File: src/rtl/ccs_pkg.sv
// ----------------------------------------------------------------------------
// ccs_pkg
// Shared types and constants of the chunk container scanner.
// ----------------------------------------------------------------------------
package ccs_pkg;

    localparam int ID_W   = 31;
    localparam int WORD_W = 32;
    localparam int HDR_W  = 56;

    localparam logic [3:0] ST_OK         = 4'd0;
    localparam logic [3:0] ST_TOO_LARGE  = 4'd1;
    localparam logic [3:0] ST_TOO_SHORT  = 4'd2;
    localparam logic [3:0] ST_PARTIAL    = 4'd3;
    localparam logic [3:0] ST_COMPRESSED = 4'd4;
    localparam logic [3:0] ST_BAD_ID     = 4'd5;
    localparam logic [3:0] ST_DUPLICATE  = 4'd6;
    localparam logic [3:0] ST_PAST_END   = 4'd7;
    localparam logic [3:0] ST_MISSING    = 4'd8;

    localparam logic [2:0]        HDR_LAST_POS   = 3'd7;
    localparam logic [WORD_W-1:0] HDR_BYTES      = 32'd8;
    localparam logic [ID_W-1:0]   FIRST_ID       = 31'h1;
    localparam logic [ID_W-1:0]   FINAL_ID       = 31'h4;
    localparam logic [WORD_W-1:0] BYTE_COUNT_SAT = 32'hFFFF_FFFF;
    localparam logic [WORD_W-1:0] MAX_FILE_RST   = 32'hFFFF_FFFE;

    typedef struct packed {
        logic              is_final;
        logic [ID_W-1:0]   chunk_id;
        logic [WORD_W-1:0] payload_offset;
        logic [WORD_W-1:0] payload_size;
        logic [3:0]        status;
        logic              last_result;
    } ccs_result_t;

    typedef struct packed {
        logic [1:0]  count;
        ccs_result_t first;
        ccs_result_t second;
    } ccs_push_t;

endpackage

File: src/rtl/ccs_step.sv
// ----------------------------------------------------------------------------
// ccs_step
// Per-byte parse state and the results that one request produces.
// ----------------------------------------------------------------------------
module ccs_step
(
    input  logic                       clk,
    input  logic                       rst_n,
    input  logic                       fire,
    input  logic [7:0]                 data_byte,
    input  logic                       last,
    input  logic [ccs_pkg::WORD_W-1:0] max_file_bytes,
    output ccs_pkg::ccs_push_t         push
);
    import ccs_pkg::*;

    logic [HDR_W-1:0]  hb_reg, hb_next;
    logic [2:0]        hp_reg, hp_next;
    logic [WORD_W-1:0] pl_reg, pl_next;
    logic [WORD_W-1:0] bc_reg, bc_next;
    logic [3:0]        seen_reg, seen_next;
    logic [3:0]        fe_reg, fe_next;
    logic [ID_W-1:0]   ec_reg, ec_next;
    logic [2:0]        act_reg, act_next;

    logic [WORD_W-1:0] bc_inc;
    logic [WORD_W-1:0] raw;
    logic [WORD_W-1:0] size;
    logic [ID_W-1:0]   id;
    logic [1:0]        idx;
    logic              desc_valid;
    ccs_result_t       desc;
    ccs_result_t       fin;
    logic [ID_W-1:0]   miss_id;
    logic              miss;

    always_comb
    begin
        bc_inc    = (bc_reg == BYTE_COUNT_SAT) ? bc_reg : bc_reg + 32'd1;
        hb_next   = hb_reg;
        hp_next   = hp_reg;
        pl_next   = pl_reg;
        seen_next = seen_reg;
        fe_next   = fe_reg;
        ec_next   = ec_reg;
        act_next  = act_reg;
        raw       = hb_reg[31:0];
        size      = {data_byte, hb_reg[55:32]};
        id        = raw[30:0];
        idx       = id[1:0] - 2'd1;
        desc_valid = 1'b0;

        if (fe_reg == ST_OK)
        begin
            if (pl_reg != '0)
            begin
                pl_next = pl_reg - 32'd1;
            end
            else if (hp_reg != HDR_LAST_POS)
            begin
                hb_next[{hp_reg, 3'b000} +: 8] = data_byte;
                hp_next = hp_reg + 3'd1;
            end
            else
            begin
                hb_next = '0;
                hp_next = '0;
                priority if (raw[31])
                begin
                    fe_next = ST_COMPRESSED;
                    ec_next = id;
                end
                else if (id < FIRST_ID || id > FINAL_ID)
                begin
                    fe_next = ST_BAD_ID;
                    ec_next = id;
                end
                else if (seen_reg[idx])
                begin
                    fe_next = ST_DUPLICATE;
                    ec_next = id;
                end
                else
                begin
                    seen_next[idx] = 1'b1;
                    act_next       = id[2:0];
                    pl_next        = size;
                    desc_valid     = 1'b1;
                end
            end
        end

        desc.is_final       = 1'b0;
        desc.chunk_id       = id;
        desc.payload_offset = bc_inc;
        desc.payload_size   = size;
        desc.status         = ST_OK;
        desc.last_result    = !last;

        miss    = 1'b0;
        miss_id = '0;
        for (int k = 3; k >= 0; k--)
        begin
            if (!seen_next[k])
            begin
                miss    = 1'b1;
                miss_id = ID_W'(k + 1);
            end
        end

        fin.is_final       = 1'b1;
        fin.chunk_id       = '0;
        fin.payload_offset = '0;
        fin.payload_size   = '0;
        fin.status         = ST_OK;
        fin.last_result    = 1'b1;
        priority if (bc_inc == BYTE_COUNT_SAT || bc_inc > max_file_bytes)
        begin
            fin.status = ST_TOO_LARGE;
        end
        else if (bc_inc < HDR_BYTES)
        begin
            fin.status = ST_TOO_SHORT;
        end
        else if (fe_next != ST_OK)
        begin
            fin.status   = fe_next;
            fin.chunk_id = ec_next;
        end
        else if (pl_next != '0)
        begin
            fin.status   = ST_PAST_END;
            fin.chunk_id = {28'd0, act_next};
        end
        else if (hp_next != '0)
        begin
            fin.status = ST_PARTIAL;
        end
        else if (miss)
        begin
            fin.status   = ST_MISSING;
            fin.chunk_id = miss_id;
        end
        else
        begin
            fin.status = ST_OK;
        end

        bc_next = bc_inc;
        if (last)
        begin
            hb_next   = '0;
            hp_next   = '0;
            pl_next   = '0;
            bc_next   = '0;
            seen_next = '0;
            fe_next   = ST_OK;
            ec_next   = '0;
            act_next  = '0;
        end

        push.first  = desc_valid ? desc : fin;
        push.second = fin;
        if (!fire)
            push.count = 2'd0;
        else
            push.count = 2'(desc_valid) + 2'(last);
    end

    always_ff @(posedge clk or negedge rst_n)
    begin
        if (!rst_n)
        begin
            hb_reg   <= '0;
            hp_reg   <= '0;
            pl_reg   <= '0;
            bc_reg   <= '0;
            seen_reg <= '0;
            fe_reg   <= ST_OK;
            ec_reg   <= '0;
            act_reg  <= '0;
        end
        else if (fire)
        begin
            hb_reg   <= hb_next;
            hp_reg   <= hp_next;
            pl_reg   <= pl_next;
            bc_reg   <= bc_next;
            seen_reg <= seen_next;
            fe_reg   <= fe_next;
            ec_reg   <= ec_next;
            act_reg  <= act_next;
        end
    end

    a_clear_after_last: assert property (@(posedge clk) disable iff (!rst_n)
        fire && last |=> bc_reg == '0 && hp_reg == '0 && seen_reg == '0 && fe_reg == ST_OK)
        else $error("file state not cleared after last byte");

    a_payload_no_header: assert property (@(posedge clk) disable iff (!rst_n)
        pl_reg != '0 |-> hp_reg == '0 && fe_reg == ST_OK)
        else $error("payload skip overlaps header build");

    a_error_sticky: assert property (@(posedge clk) disable iff (!rst_n)
        fe_reg != ST_OK && !(fire && last) |=> fe_reg == $past(fe_reg))
        else $error("chunk error changed within a file");

    a_error_no_desc: assert property (@(posedge clk) disable iff (!rst_n)
        fire && fe_reg != ST_OK |-> push.count == 2'(last))
        else $error("descriptor after chunk error");

endmodule

File: src/rtl/ccs_result_fifo.sv
// ----------------------------------------------------------------------------
// ccs_result_fifo
// Result queue: takes up to two results per cycle, hands out one.
// ----------------------------------------------------------------------------
module ccs_result_fifo
#(
    parameter int DEPTH = 4
)
(
    input  logic                 clk,
    input  logic                 rst_n,
    input  ccs_pkg::ccs_push_t   push,
    output logic                 room,
    output logic                 out_valid,
    input  logic                 out_ready,
    output ccs_pkg::ccs_result_t head
);
    import ccs_pkg::*;

    localparam int PTR_W = (DEPTH > 1) ? $clog2(DEPTH) : 1;
    localparam int CNT_W = $clog2(DEPTH + 1);

    ccs_result_t      mem_reg [DEPTH];
    logic [PTR_W-1:0] head_reg, head_next;
    logic [PTR_W-1:0] tail_reg, tail_next;
    logic [PTR_W-1:0] tail1;
    logic [PTR_W-1:0] tail2;
    logic [CNT_W-1:0] count_reg, count_next;
    logic             pop;

    function automatic logic [PTR_W-1:0] ptr_inc(input logic [PTR_W-1:0] p);
        return (p == PTR_W'(DEPTH - 1)) ? '0 : p + PTR_W'(1);
    endfunction

    always_comb
    begin
        pop        = out_valid && out_ready;
        tail1      = ptr_inc(tail_reg);
        tail2      = ptr_inc(tail1);
        head_next  = pop ? ptr_inc(head_reg) : head_reg;
        tail_next  = (push.count == 2'd2) ? tail2 :
                     (push.count == 2'd1) ? tail1 : tail_reg;
        count_next = count_reg + CNT_W'(push.count) - CNT_W'(pop);
    end

    assign out_valid = (count_reg != '0);
    assign room      = (count_reg <= CNT_W'(DEPTH - 2));
    assign head      = mem_reg[head_reg];

    always_ff @(posedge clk)
    begin
        if (push.count != 2'd0)
            mem_reg[tail_reg] <= push.first;
        if (push.count == 2'd2)
            mem_reg[tail1] <= push.second;
    end

    always_ff @(posedge clk or negedge rst_n)
    begin
        if (!rst_n)
        begin
            head_reg  <= '0;
            tail_reg  <= '0;
            count_reg <= '0;
        end
        else
        begin
            head_reg  <= head_next;
            tail_reg  <= tail_next;
            count_reg <= count_next;
        end
    end

    a_no_overflow: assert property (@(posedge clk) disable iff (!rst_n)
        count_reg <= CNT_W'(DEPTH))
        else $error("result queue overflow");

    a_push_with_room: assert property (@(posedge clk) disable iff (!rst_n)
        push.count != 2'd0 |-> count_reg <= CNT_W'(DEPTH - 2))
        else $error("push without room");

    a_count_track: assert property (@(posedge clk) disable iff (!rst_n)
        pop && push.count == 2'd0 |=> count_reg == $past(count_reg) - CNT_W'(1))
        else $error("queue count mismatch on pop");

endmodule

File: src/rtl/chunk_container_scanner_top.sv
// ----------------------------------------------------------------------------
// chunk_container_scanner_top
// Byte-stream chunk container scanner: chunk descriptors and file status.
//
//  channel  | handshake                | payload
//  ---------+--------------------------+---------------------------------------
//  input    | in_valid / in_ready      | data_byte, last
//  output   | out_valid / out_ready    | is_final, chunk_id, payload_offset,
//           |                          | payload_size, status, last_result
//  config   | cfg_wr_en (no wait)      | cfg_wr_data -> max_file_bytes
//
// One request per cycle while in_ready is high; its results enter the result
// queue at the accept edge and leave it from the head, one result per cycle
// while out_ready is high. A request with a header end and last byte yields
// two results; in_ready holds while the queue has room for two results.
// Reset clears parse state and queue; max_file_bytes resets to 0xFFFFFFFE.
// ----------------------------------------------------------------------------
module chunk_container_scanner_top
#(
    parameter int FIFO_DEPTH = 4
)
(
    input  logic                       clk,
    input  logic                       rst_n,
    input  logic                       in_valid,
    output logic                       in_ready,
    input  logic [7:0]                 data_byte,
    input  logic                       last,
    output logic                       out_valid,
    input  logic                       out_ready,
    output logic                       is_final,
    output logic [ccs_pkg::ID_W-1:0]   chunk_id,
    output logic [ccs_pkg::WORD_W-1:0] payload_offset,
    output logic [ccs_pkg::WORD_W-1:0] payload_size,
    output logic [3:0]                 status,
    output logic                       last_result,
    input  logic                       cfg_wr_en,
    input  logic [ccs_pkg::WORD_W-1:0] cfg_wr_data
);
    import ccs_pkg::*;

    logic [WORD_W-1:0] max_file_reg;
    logic              fire;
    ccs_push_t         push;
    ccs_result_t       head;

    assign fire = in_valid && in_ready;

    always_ff @(posedge clk or negedge rst_n)
    begin
        if (!rst_n)
            max_file_reg <= MAX_FILE_RST;
        else if (cfg_wr_en)
            max_file_reg <= cfg_wr_data;
    end

    ccs_step u_step
    (
        .clk            (clk),
        .rst_n          (rst_n),
        .fire           (fire),
        .data_byte      (data_byte),
        .last           (last),
        .max_file_bytes (max_file_reg),
        .push           (push)
    );

    ccs_result_fifo #(.DEPTH(FIFO_DEPTH)) u_fifo
    (
        .clk       (clk),
        .rst_n     (rst_n),
        .push      (push),
        .room      (in_ready),
        .out_valid (out_valid),
        .out_ready (out_ready),
        .head      (head)
    );

    assign is_final       = head.is_final;
    assign chunk_id       = head.chunk_id;
    assign payload_offset = head.payload_offset;
    assign payload_size   = head.payload_size;
    assign status         = head.status;
    assign last_result    = head.last_result;

endmodule

File: config.mk
export PLATFORM = sky130hd
export DESIGN_NAME = chunk_container_scanner_top
export DESIGN_NICKNAME = d
export VERILOG_FILES = /design/src/rtl/ccs_pkg.sv /design/src/rtl/ccs_step.sv /design/src/rtl/ccs_result_fifo.sv /design/src/rtl/chunk_container_scanner_top.sv
export SDC_FILE = /design/constraint.sdc
export NUM_CORES = 1
export LEC_CHECK = 0
export BUFFER_PORTS_ARGS = -buffer_cell sky130_fd_sc_hd__buf_2
export CAP_MARGIN = 10
export CORE_UTILIZATION = 50
export CTS_CLUSTER_DIAMETER = 100
export DETAILED_ROUTE_END_ITERATION = 10
export HOLD_SLACK_MARGIN = 0.12
export PLACE_DENSITY = 0.79
export SYNTH_ARGS = -nofsm -noshare
export SYNTH_HDL_FRONTEND = slang
export SYNTH_HIERARCHICAL = 1
export SYNTH_SLANG_ARGS = --single-unit
File: constraint.sdc
create_clock -name clk -period 19.16 [get_ports clk]
set_input_delay 3.832 -clock clk [delete_from_list [all_inputs] [get_ports clk]]
set_output_delay 3.832 -clock clk [all_outputs]
set_load 0.02 [all_outputs]
### Yosys cells after proc, flatten, opt, wreduce, memory -nomap -nowiden

Memory sizes are Yosys's and may differ from the RTL's.
Index checks and enable logic that the tools add are counted.

* register bits after elaboration: 204
* bits in writable memories: 404
* input bits: 46
* output and inout port bits: 103
* memories: 1

* add/subtract/negate cells: 11
* $lt $le $gt $ge: 7
* eq/ne operators: 9
* shift operators: 2
* multiplexer cells: 87
* bitwise operators: 1
* reductions and logical operators: 16

Memories
* u_fifo.mem_reg: depth 4, bits a word 101, read ports 1, clocked after memory_dff 0, write ports 2, RTL line ccs_result_fifo.sv:23 `ccs_result_t mem_reg [DEPTH];`

Operators by type and width (count)
* $mux 31: 12
* $mux 32: 9
* $mux 56: 4
* $mux 101: 1
* $mux 4: 20
* $eq 32x32->1 const B: 2
* $reduce_bool 32->1: 2
* $bwmux 56: 1
* $shift 8x8->56 const A: 1
* $shiftx 8x8->56: 1
* $mux 3: 16
* $add 32x1->32 const B: 1
* $gt 32x32->1: 1
* $lt 32x4->1 const B: 1
* $sub 32x1->32 const B: 1
* $gt 31x3->1 const B: 1
* $lt 31x1->1 const B: 1
* $mux 1: 16
* $mux 2: 6
* $eq 2x2->1 const B: 4
* $neg 6->8: 1
* $add 2x1->2 const B: 3
* $reduce_bool 2->1: 3
* $reduce_bool 3->1: 2
* 20 further kinds: 23

### Longest topological paths before layout

* depth after elaboration: 23
* depth in mapped cells: 24

### Hierarchy

Netlist, hierarchy kept.

By module, submodules not included
* ccs_result_fifo: instances 1, cells each 1035, area each 20128.1 µm², seq. area each 12306.8 µm²
* ccs_step: instances 1, cells each 1580, area each 12575.8 µm², seq. area each 4129.0 µm²
* chunk_container_scanner_top: instances 1, cells each 69, area each 1390.1 µm², seq. area each 839.6 µm²

### Least setup slack after synthesis

Ideal clock, no wire load.

* kind: input-to-reg
* from: input in_valid
* to: memory u_fifo/mem_reg[0][0] (netlist name), enable pin
* library setup time: 700 ps
* arrival time: 12108 ps
* data required time: 18460 ps
* setup slack: 6352 ps
* stages: 7
* path through: and2_1 -> clkbuf_1 -> clkbuf_1 -> and2_1 -> inv_1 -> ha_1 -> o21ai_0

RTL lines
* start, declared: RTL line chunk_container_scanner_top.sv:25 `input logic in_valid,`
* end, declared: RTL line ccs_result_fifo.sv:23

==> results by group <==
Synth
  • Mapped Cells: 2,684
  • Library cells used by synthesis: 84
  • Fraction of registers with async set/reset: between 30% and 40%
  • Sequential-to-total area share from yosys stat: about half
  • Synth Cell Area: 34,100 sq um
  • Number of synthesized register bits: 608
  • Primary FF master, synth: edfxtp_1
  • Number of flops mapped to enable cells by yosys: approximately 400
  • Synth warnings: 6
  • Mean Syn Cell Area: between 10 and 15 sq um

Clock network
  • Clock slew at reported path FFs: around 0.060 ns
  • CTS buffer count: 67
  • Post-CTS Resized: 0
  • Clock root buffer: clkbuf_16
  • CTS tree: yes
  • Clk sinks: about 600
  • # H-tree levels: 3
  • Hold-fix buffers, CTS: 0
  • Clk_lat worst skew: around 0.63 ns
  • Clock buffer depth: 3
  • Setup repair bufs after CTS: 0

Placement
  • Post-DP HPWL: slightly above 60 mm
  • Gpl congestion: slightly below 1
  • PortBufs: about 150
  • Placed cells: 3,574

Run
  • Maxcap violations: 0

Timing
  • Worst clock skew: approximately 0.04 ns
  • Period utilisation layout: between 40 and 50%
  • Final setup fails: 0
  • Period minus WS final: a little over 8 ns
  • RSZ-0062 raised after global routing: false
  • Final hold slack: ~0.49 ns
  • Setup_tns: 0 ns
  • Final Hold Violating Endpoints: 0
  • Measured slew at the worst slew-check pin: between 1 and 1.5 ns
  • Highest Clock Rate: 0.124 GHz
  • Max-slew headroom: 15.9%
  • Final Max Slew Viols: 0

Route
  • Total Wirelength: approximately 92 mm
  • Drt wl/cell: 25.0 microns
  • Drt via density: 6.32
  • Antenna Nets Post-Route: 0
  • Pre-Repair DR Iteration Count: 5
  • Via count of the routed design: 23,362
  • # DRC: 0
  • Initial DRC count: approximately 2,200

Outcome
  • Status: finished clean

Final layout
  • Fillers: between 5,000 and 6,000
  • Final net count: between 2,000 and 3,000
  • N_diodes: 0
  • Syn-to-layout area delta: 9.47%
  • Layout cell share with drive strength beyond 1: about a third
  • Final core utilization: roughly 55%
  • Number of flip-flops in the largest register: slightly above 400
  • Final Non-Filler Cells: roughly 3,700

Global route
  • GR Util All Layers: 26.7%
  • First-pass GRT wire length: ~140 mm
  • Residual overflow from global routing: 0
  • Largest net degree at the start of global routing: 76
  • Vias in the first global route: between 20,000 and 25,000
  • Initial antenna violation count: 1

Worst setup path
  • Reg2reg setup slack: 11.66 ns
  • Crit path to: u_fifo/mem_reg[2][27]
  • Crit. Startpoint: last
  • Crit path capture type: register
  • Worst R2R Start: u_step/hb_reg[0]
  • Most common cell type on the critical path: buf_4
  • Worst-path cell chain: buf_2, buf_4, ha_1, and2_1, inv_1, ha_1, nand2_4, o21ai_4, buf_4, buf_4
  • Levels on crit path: 10
  • CP arrival: just over 8 ns
  • Largest stage delay on the critical path: between 0.8 and 0.9 ns
  • Crit path buf inv count: 5
  • Slowest CP cell: buf_4
  • R2r worst-path depth: 17
  • Crit Path Category: in2reg
  • Critical path peak fanout: 68
  • R2r endpoint: u_fifo/mem_reg[2][27]
  • Family with the most delay on the worst path: buffers and inverters
  • Req. time, crit path: 19.38 ns
  • Startpoint Class: input port

Die
  • IO Pins: approximately 150
  • Starting Density: between 50% and 60%
  • Die W: roughly 260 microns
  • # rows: between 90 and 100
  • Die outline height: around 260 microns
  • Core area: just under 70,000 sq um
  • Die footprint: between 60,000 and 70,000 sq um

Worst hold path
  • Hold WC Path Type: reg2reg

Pwr
  • Power density cells: between 100 and 150 nW/um^2
  • Peak supply drop: between 0.00008 and 0.00009 V
  • Pleak: approximately 15 nW
[per-stage QoR]
stage               setup WS, ns  total power [W]  area (sq um)
floorplan                   6.35          0.00261         34300
global placement           10.60          0.00298         35100
detailed placement         10.49          0.00300         35100
CTS                        11.12          0.00431         37300
global route               10.87          0.00447         37300
finish                     11.08          0.00429         37300
[cell usage in the layout (no fill, tap or decap), types with 96 or more instances in the layout]
cell	instances
mux2_2	411
mux4_2	102
edfxtp_1	404
dfrtp_1	171
inv_1	96
nand2_1	179
nor2_1	106
buf_2	147
a21oi_1	128
[cells by family (layout without fill, tap and decap cells)]
family / count (synthesis) / count (layout) / synth area share (%)
DFF: 608 / 608 / 50.7
and+or+nand+nor: 607 / 607 / 8.89
muxes: 551 / 551 / 21.9
AOI/OAI and AO/OA: 481 / 481 / 9.66
buffers and inverters: 338 / 414 / 5.71
adders and majority gates: 60 / 60 / 2.22
xor gates and xnor gates: 37 / 37 / 0.950
other: 2 / 66 / 0.0220
[worst reg2reg max path, delay by kind of cell (launching register included)]
kind	cells	cell delay (ns)
AOI/OAI and AO/OA	1	0.55
adders and majority gates	3	1.03
buffers and inverters	7	2.75
DFF	1	0.52
muxes	1	0.36
and+or+nand+nor	5	1.80
[how the worst min path moves through the flow]
stage / from / end / slack [ns] / cells after the start
after floorplan: u_step/hb_reg[47] / u_step/hb_reg[47] / 0.44 / 2
after global placement: u_step/act_reg[1] / u_step/act_reg[1] / 0.46 / 1
after detailed placement: u_step/ec_reg[2] / u_step/ec_reg[2] / 0.47 / 1
after CTS: u_step/act_reg[2] / u_step/act_reg[2] / 0.49 / 1
after global routing: u_step/ec_reg[19] / u_step/ec_reg[19] / 0.50 / 1
final: u_step/ec_reg[19] / u_step/ec_reg[19] / 0.49 / 1
[cells in the mapped netlist, drive strengths merged (17+ instances only)]
library cell	count	area share, %
a21o	21	0.46
a22o	32	0.82
nand4	28	0.51
dfstp	31	2.4
mux4	102	6.7
mux2	441	15
inv	97	1.1
ha	59	2.2
or4	17	0.39
a31oi	21	0.39
clkbuf	96	1.1
o2bb2ai	71	1.8
o21ai	76	1.1
dfrtp	173	13
a21oi	128	1.9
buf	145	3.6
nor4	34	0.69
and2	19	0.35
nor3	73	1.1
and3	40	0.73
edfxtp	404	36
xnor2	24	0.62
a21boi	31	0.68
nand2	183	2.0
nor2	106	1.2
nand3	53	0.78
[routing by layer]
layer / up-vias / share of wire [%] / track usage [%]
met3: 221 / 7.6 / 4.95
met5: - / 0.011 / 0
met1: 11747 / 41 / 35.3
met4: 2 / 3.4 / 10.7
li1: 10343 / - / -
met2: 1049 / 48 / 43.8
[where the power goes]
part | internal (W) | switching, W | leakage, nW
logic | 0.000516 | 0.000812 | 7.74
registers | 0.00152 | 0.000135 | 6.27
clock network | 0.000764 | 0.000543 | 1.09
total | 0.00280 | 0.00149 | 15.1
[area by class of cell]
type                    instances  area (sq um)  area share [%]
clock inverters                31           319           0.855
inverters                      97           364           0.976
well taps                     873          1090            2.93
flip-flops and latches        608         17300            46.3
clock buffers                  91          1920            5.13
multi-input cells            1802         15200            40.8
repair buffers                195          1110            2.99
No activity file was read; power rests on OpenSTA's default activity.
